$ cat src/csg_pkg.sv
// csg_pkg: shared types, codes and the sine quarter-table builder for the
// contour sine generator. No dependencies.
package csg_pkg;

    localparam int unsigned CONTOUR_DEPTH_DEF   = 256;
    localparam int unsigned SINE_TABLE_BITS_DEF = 10;

    localparam logic [1:0] OP_LOAD    = 2'd0;
    localparam logic [1:0] OP_SAMPLE  = 2'd1;
    localparam logic [1:0] OP_RESTART = 2'd2;
    localparam logic [1:0] OP_UNDEF   = 2'd3;

    localparam logic [1:0] REG_TOTAL   = 2'd0;
    localparam logic [1:0] REG_POINTS  = 2'd1;
    localparam logic [1:0] REG_COLLAR  = 2'd2;
    localparam logic [1:0] REG_PPFU    = 2'd3;

    localparam logic [63:0] HALF_PI_Q62 = 64'h6487ED5110B4611A;
    localparam logic [63:0] PEAK        = 64'd7000;

    typedef struct packed {
        logic cap;
        logic do_load;
        logic do_restart;
        logic eval;
        logic start_idx;
        logic rd_mem;
        logic mul_inc;
        logic start_ramp;
        logic commit;
    } t_cmd;

    typedef struct packed {
        logic [1:0] op;
        logic       ended;
        logic       silent;
        logic       ramp;
        logic       div_done;
        logic       out_full;
    } t_status;

    // (a * b) >> 62, kept to 64 bits
    function automatic logic [63:0] mul_q62(input logic [63:0] a, input logic [63:0] b);
        logic [127:0] p;
        p = {64'b0, a} * {64'b0, b};
        return p[125:62];
    endfunction

    // floor(a / b) by shift and subtract, elaboration only
    function automatic logic [63:0] udiv64(input logic [63:0] a, input logic [63:0] b);
        logic [63:0] q;
        logic [64:0] rem;
        q   = '0;
        rem = '0;
        for (int k = 63; k >= 0; k--) begin
            rem = {rem[63:0], a[k]};
            if (rem >= {1'b0, b}) begin
                rem  = rem - {1'b0, b};
                q[k] = 1'b1;
            end
        end
        return q;
    endfunction

    // trunc(7000 * sin(r / 2^qbits * pi/2)), elaboration only
    function automatic logic [12:0] quarter_value(input int unsigned qbits,
                                                  input int unsigned r);
        logic [63:0] x;
        logic [63:0] x2;
        logic [63:0] term;
        logic [63:0] sum;
        logic [63:0] v;
        int unsigned i;
        if (r >= (32'd1 << qbits)) begin
            return 13'd7000;
        end
        x    = (HALF_PI_Q62 >> qbits) * 64'(r);
        x2   = mul_q62(x, x);
        term = x;
        sum  = x;
        for (i = 1; i < 30; i++) begin
            term = udiv64(mul_q62(term, x2), 64'(2 * i) * 64'(2 * i + 1));
            if (i[0]) begin
                sum = sum - term;
            end else begin
                sum = sum + term;
            end
        end
        v = mul_q62(sum, PEAK);
        return v[12:0];
    endfunction

endpackage

$ cat src/csg_ctrl.sv
// csg_ctrl: sequencing state machine for the contour sine generator.
// Depends on csg_pkg.
module csg_ctrl
    import csg_pkg::*;
(
    input  logic    i_clk,
    input  logic    i_rst_n,
    input  logic    i_in_valid,
    output logic    o_in_ready,
    input  logic    i_out_ready,
    input  t_status i_status,
    output t_cmd    o_cmd
);
    localparam logic [2:0] S_IDLE = 3'd0;
    localparam logic [2:0] S_DEC  = 3'd1;
    localparam logic [2:0] S_DIVI = 3'd2;
    localparam logic [2:0] S_MUL  = 3'd3;
    localparam logic [2:0] S_DIVR = 3'd4;
    localparam logic [2:0] S_FIN  = 3'd5;

    logic [2:0] r_state;
    logic [2:0] n_state;

    always_comb begin
        n_state = r_state;
        o_cmd   = '0;
        unique case (r_state)
            S_IDLE: begin
                if (i_in_valid) begin
                    o_cmd.cap = 1'b1;
                    n_state   = S_DEC;
                end
            end
            S_DEC: begin
                unique case (i_status.op)
                    OP_LOAD: begin
                        o_cmd.do_load = 1'b1;
                        n_state       = S_IDLE;
                    end
                    OP_RESTART: begin
                        o_cmd.do_restart = 1'b1;
                        n_state          = S_IDLE;
                    end
                    OP_SAMPLE: begin
                        o_cmd.eval = 1'b1;
                        if (i_status.ended || i_status.silent) begin
                            n_state = S_FIN;
                        end else begin
                            o_cmd.start_idx = 1'b1;
                            n_state         = S_DIVI;
                        end
                    end
                    default: n_state = S_IDLE;
                endcase
            end
            S_DIVI: begin
                if (i_status.div_done) begin
                    o_cmd.rd_mem = 1'b1;
                    n_state      = S_MUL;
                end
            end
            S_MUL: begin
                o_cmd.mul_inc = 1'b1;
                if (i_status.ramp) begin
                    o_cmd.start_ramp = 1'b1;
                    n_state          = S_DIVR;
                end else begin
                    n_state = S_FIN;
                end
            end
            S_DIVR: begin
                if (i_status.div_done) begin
                    n_state = S_FIN;
                end
            end
            S_FIN: begin
                // output register frees when the pending item is taken
                if (!i_status.out_full || i_out_ready) begin
                    o_cmd.commit = 1'b1;
                    n_state      = S_IDLE;
                end
            end
            default: n_state = S_IDLE;
        endcase
    end

    always_ff @(posedge i_clk) begin
        if (!i_rst_n) begin
            r_state <= S_IDLE;
        end else begin
            r_state <= n_state;
        end
    end

    assign o_in_ready = (r_state == S_IDLE);
endmodule

$ cat config.mk
export PLATFORM = sky130hd
export DESIGN_NAME = csg_ctrl
export DESIGN_NICKNAME = d
export VERILOG_FILES = /design/src/csg_pkg.sv /design/src/csg_ctrl.sv
export SDC_FILE = /design/constraint.sdc
export NUM_CORES = 1
export LEC_CHECK = 0
export ABC_CLOCK_PERIOD_IN_PS = 1700
export BUFFER_PORTS_ARGS = -buffer_cell sky130_fd_sc_hd__buf_2
export CAP_MARGIN = 20
export CORE_AREA = 2 2 39 41
export DETAILED_ROUTE_END_ITERATION = 7
export DIE_AREA = 0 0 41 43
export RECOVER_POWER = 25
export SLEW_MARGIN = 20
export SYNTH_ARGS = -nofsm -noshare
export SYNTH_HDL_FRONTEND = slang
export SYNTH_SLANG_ARGS = --single-unit
export TNS_END_PERCENT = 30
$ cat constraint.sdc
create_clock -name i_clk -period 1.7 [get_ports i_clk]
set_input_delay 0.425 -clock i_clk [delete_from_list [all_inputs] [get_ports i_clk]]
set_output_delay 0.425 -clock i_clk [all_outputs]
set_load 0.02 [all_outputs]
==> metrics.txt, run 1 <==
status=finished, violations left; failing checks=setup timing; initial cell density of the core=20.8%; dpl hpwl=578 µm; Clock Pin Slew Worst Setup and Hold Paths=0.04 ns; DR WL/cell=8.92 µm; hold_buf cts=0; Max Freq=579 MHz; I/O pin count=21; Main synth FF type=dfxtp_1; RSZ-0062 raised after global routing=yes; clk_lat worst skew=0.23 ns; H-tree depth=1; core area=1380 µm²; final setup margin=-0.0259 ns; Max VDD drop=0.290 mV; Biggest register=r_state; syn_nets=52; Post-synth EDFFs=0; top-count cell post-synth=nor2_1; NumNets Final=79; Layout area overhead=65.2%; max_cap viols=0; sw frac=30.0%; post-synthesis async set-or-reset flop share=0%; Avg Inst Size Synth=7.02 µm²; initial antenna violation count=0; WHS=0.453 ns; max FFs per register=3; worst-margin pin slew=0.213 ns; flops & latches, synth=3; Comb power frac=33.3%; die area=1760 µm²; Via density=4.48; internal power=0.000212 W; clk sinks=3; Slew Viols, Final=0; Final Util=34.4%; Multi-input gate area=218 µm²; proportion of layout cells with a drive suffix above 1=53.7%; vias in the first global route=336; Rel. slew slack=85.7%; Tot GR Track Use=10.5%; die width=41 µm; Leak=0.244 nW; DRC=0; drt initial violations=4; skew final=0.00306 ns; root buffer cell=clkbuf_4; Period minus WS final=1.73 ns; clock share of power=41.1%; sequential area share after synthesis=20.9%; Psw=0.0000908 W; CP max FO=4; Max stage delay cell, worst path=or3b_4; CTS tree=done; FF/Latch Area=61.3 µm²; # rows=14; Netlist Area Pre-Place=288 µm²; yosys warns=0; vias=372; Antenna Nets Post-Route=0; Routed WL=740 µm; final number of setup-violating endpoints=2; total grt overflow=0; crit path DAT=1.30 ns; top cells by count, synth=nor2_1, nand2_1, dfxtp_1, nand2b_1, nor3_1; power density over the cells=636 nW/µm²; Worst path max stage delay=0.43 ns; Worst Hold Class=input port to flop; ranking of synthesized cells by area=dfxtp_1, nand2b_1, nor2_1; Antenna diodes=0; Die H=43 µm; Num CTS Buffers=3; crit start category=flop; top cell type's share of synthesized area=20.9%; crit-path cells=or3b_4 -> nor2_4 -> nand2_2 -> inv_2 -> buf_6; part of the power in registers=25.6%; largest net degree at the start of global routing=13; post-synthesis cell type count=22; PortBufs=20; critical path capture point type=primary output; Final Hold Viols=0; CP Class=flop to primary output; Largest regs=r_state: 3 flops; final worst-path cycle share=102%; Setup WS pre-CTS=0.144 ns; Post-Synthesis Cells=41; Required @ worst endpoint=1.27 ns; drt first pass iters=4; Max Buffers Root-to-Sink=2; first-pass GRT wire length=1210 µm; Filler cells=159; global placement routability congestion=0.718; Synth area leader=dfxtp_1
-- layout make-up --
| type | count | area share, % |
|---|---|---|
| well taps | 16 | 4.21 |
| inverters | 1 | 0.789 |
| repair buffers | 25 | 30.8 |
| flip-flops and latches | 3 | 12.9 |
| multi-input cells | 34 | 45.8 |
| clock buffers | 4 | 5.53 |
-- worst max-delay path, delay by kind of cell, from the launching register on --
family,cells,cell delay [ns]
buffers and inverters,2,0.16
flip-flops,1,0.30
AND/OR/NAND/NOR,3,0.61
-- routing by layer --
layer	global-route usage, %	part of all wire (%)	vias to the layer above
li1	-	-	193
met1	10.9	40	162
met2	15.6	49	15
met3	3.14	8.5	2
met4	10.0	1.9	0
met5	0	0	-
-- worst paths after layout --
| path | startpoint | endpoint | slack [ns] | depth (start not counted) |
|---|---|---|---|---|
| setup / recovery | r_state[1] | o_cmd[4] | -0.03 | 5 |
| hold reg to reg | r_state[1] | r_state[1] | 0.65 | 3 |
| hold / removal | i_rst_n | r_state[2] | 0.45 | 2 |
| setup reg to reg | r_state[1] | r_state[2] | 0.31 | 5 |
-- power by group through the flow --
stage | clock, W | combinational (W) | sequential, W
after global routing | 0.000141 | 0.000110 | 0.0000775
after global placement | 0 | 0.0000919 | 0.0000777
final | 0.000124 | 0.000101 | 0.0000774
after CTS | 0.000132 | 0.000101 | 0.0000775
after floorplan | 0 | 0.0000651 | 0.0000777
after detailed placement | 0 | 0.0000932 | 0.0000781
-- metrics by stage --
| stage | power [W] | setup TNS [ns] | std cells | cell area [µm²] |
|---|---|---|---|---|
| 2_1_floorplan | 0.000143 | -0.118 | 41 | 295 |
| 3_3_place_gp | 0.000170 | 0 | 77 | 417 |
| 3_5_place_dp | 0.000171 | 0 | 77 | 417 |
| 4_1_cts | 0.000310 | -0.0717 | 83 | 475 |
| 5_1_grt | 0.000328 | -0.238 | 83 | 475 |
| 6_report | 0.000303 | -0.0413 | 83 | 475 |
-- placed cells by master, fill, tap and decap left out, drive strengths merged, types with 3 or more instances in the layout --
cell type,netlist,final
buf,3,25
nor2,5,5
nor3,4,4
nand2,4,4
clkbuf,0,4
nand2b,3,3
dfxtp,3,3
-- kinds of logic after synthesis --
kind of cell | count (synthesis) | synth area share, %
flip-flops | 3 | 20.9
buffers and inverters | 4 | 8.69
AO/OA/AOI/OAI | 8 | 18.3
AND/OR/NAND/NOR | 26 | 52.2
-- repair_timing --
action / CTS / global route
setup buffers: 2 / 0
endpoints found under the setup margin: 4 / 4
pin swaps: 2 / 0
resized for setup: 7 / 0
endpoints found under the hold margin: 0 / 0
cloned: 0 / 0
(Power assumes the default switching activity.)
==> run 2, diff against run 1 <==
==> constraint.sdc (replaced) <==
create_clock -name i_clk -period 1.7 [get_ports i_clk]
set_input_delay 0.085 -clock i_clk [delete_from_list [all_inputs] [get_ports i_clk]]
set_output_delay 0.085 -clock i_clk [all_outputs]
set_load 0.02 [all_outputs]
==> run 2 against run 1 <==
The flow now finishes without violations. Hold slack lost 0.35 ns. Maximum frequency grew 7.9%. Flip-flop and latch count is the same. Die area stayed put. Design area fell by 14%. Critical endpoint unchanged. Highest routed layer is now met3.
==> metrics.txt, run 2 (synthesis results as in run 1) <==
status=finished, final reports clean; Worst Hold Class=input port to flop; CP max FO=13 (+9); Clock Pin Slew Worst Setup and Hold Paths=0.04 ns (about the same); FF/Latch Area=61.3 µm² (unchanged); largest net degree at the start of global routing=14 (+1); Biggest register=r_state; critical path capture point type=primary output; Max Freq=625 MHz (+7.9%); Required @ worst endpoint=1.62 ns (+0.35 ns); Psw=0.0000888 W (-2.1%); vias in the first global route=271 (-19%); Leak=0.208 nW (-15%); Tot GR Track Use=8.64% (-1.9 points); Critical path origin=r_state[1]; H-tree depth=1 (unchanged); final worst-path cycle share=94.1% (-7.5 points); crit-path cells=or3b_4 -> nor2_1 -> nand2_1 -> inv_1 -> buf_2; final number of setup-violating endpoints=0 (-2); hold_buf cts=0 (unchanged); Post-CTS Setup Bufs=0 (-2); WL met2=335 µm (-8.5%); Multi-input gate area=203 µm² (-6.9%); Antenna diodes=0 (unchanged); WHS=0.107 ns (-0.345 ns); first-pass GRT wire length=966 µm (-20%); die width=41 µm (unchanged); Layout area overhead=42.6%; Rel. slew slack=75.4% (-10 points); met3 routed wirelength=44 µm (-30%); most frequent cells in the layout=buf_2, nor2_1, nand2_1, clkbuf_1; Filler cells=155 (-2.5%); drt first pass iters=2 (-2); Worst path max stage delay=0.44 ns (about the same); worst-margin pin slew=0.368 ns (+0.155 ns); Slew Viols, Final=0 (unchanged); RSZ-0062 raised after global routing=no; Final Hold Viols=0 (unchanged); DR top layer=met3; Via density=4.37 (-2.5%); max_cap viols=0 (unchanged); Max VDD drop=0.384 mV (+32%); Antenna Nets Post-Route=0 (unchanged); final std cells w/o fill=78 (-6.0%); proportion of layout cells with a drive suffix above 1=38.7% (-15 points); crit path DAT=1.51 ns (+0.21 ns); Final Util=29.7% (-4.7 points); Max Buffers Root-to-Sink=2 (unchanged); Comb power frac=26.2% (-7.1 points); die area=1760 µm² (unchanged); Overall Power=0.000289 W (-4.5%); total grt overflow=0 (unchanged); DRC=0 (unchanged); initial antenna violation count=0 (unchanged); CP Class=flop to primary output; skew final=0.00149 ns (-0.00157 ns); Hold Crit Start=i_rst_n; power density over the cells=704 nW/µm² (+11%); Routed WL=660 µm (-11%); Reg-to-Reg Start=r_state[1]; vias=341 (-8.3%); initial cell density of the core=20.8% (unchanged); Largest regs=r_state: 3 flops; CTS tree=done; DR WL/cell=8.46 µm (-5.1%); NumNets Final=74 (-6.3%); most common cell after layout, fill and taps aside=buf_2; Die H=43 µm (unchanged); max FFs per register=3 (unchanged); Period minus WS final=1.60 ns (-0.127 ns); Fin Setup TNS=0 ns (+0.0413 ns); wire length on met1=280 µm (-5.4%); clk_lat worst skew=0.23 ns (about the same); # rows=14 (unchanged); drt initial violations=1 (-3); Max stage delay cell, worst path=or3b_4; PortBufs=20 (unchanged); Num CTS Buffers=3 (unchanged); cell family with most CP delay=simple AND/OR/NAND/NOR gates; root buffer cell=clkbuf_4; crit start category=flop; Inst Count DP=74 (-3.9%); core area=1380 µm² (unchanged); part of the power in registers=29.5% (+3.9 points); sw frac=30.7% (+0.74 points); global placement routability congestion=0.645 (-10%); clock share of power=44.2% (+3.1 points); dpl hpwl=504 µm (-13%); internal power=0.000200 W (-5.5%); clk sinks=3 (unchanged); I/O pin count=21 (unchanged); CP bufs+invs=2 (unchanged)
run 2: cell types whose count changed in the layout (fill, tap and decap cells not counted), sizes merged:
cell / change
buf: -8
clkbuf: +3
run 2: worst register-to-register path, stage by stage, from the launching register on:
cell,delay (ns)
dfxtp_1,0.41
or3b_4,0.44
nor3_2,0.19
o22ai_1,0.13
a21boi_1,0.13
run 2: metrics by stage:
step / area (µm²) / worst slack [ns]
6_report: 410 / 0.101
3_3_place_gp: 387 / 0.290
2_1_floorplan: 288 / 0.182
4_1_cts: 413 / 0.0305
3_5_place_dp: 387 / 0.293
5_1_grt: 410 / 0.00280
run 2: worst paths after layout:
kind | endpoint | slack, ns | depth (start not counted)
setup / recovery | o_cmd[4] | 0.10 | 5
hold reg to reg | r_state[1] | 0.62 | 2
hold / removal | r_state[2] | 0.11 | 2
setup reg to reg | r_state[0] | 0.33 | 4
run 2: area by class of cell:
cell class                      instances  area share (%)
Clock buffer                            4            6.40
Inverter                                1           0.915
Multi-Input combinational cell         34            49.4
Sequential cell                         3            14.9
Tap cell                               16            4.88
Timing Repair Buffer                   20            23.5
run 2: routing by layer:
metal	global-route usage (%)	up-vias
li1	-	183
met1	8.39	149
met2	12.2	9
met3	6.28	0
met4	6.00	0
met5	0	-
run 2: power groups by stage:
| stage | Sequential (W) | Clock (W) | Combinational (W) |
|---|---|---|---|
| after floorplan | 0.0000777 | 0 | 0.0000632 |
| after global placement | 0.0000854 | 0 | 0.0000762 |
| after detailed placement | 0.0000856 | 0 | 0.0000763 |
| after CTS | 0.0000845 | 0.000136 | 0.0000771 |
| after global routing | 0.0000874 | 0.000139 | 0.0000835 |
| final | 0.0000854 | 0.000128 | 0.0000758 |
run 2: repair_timing:
action	in CTS	in global routing
resized for setup	0	1
setup endpoints to repair	0	3
hold endpoints to repair	0	0
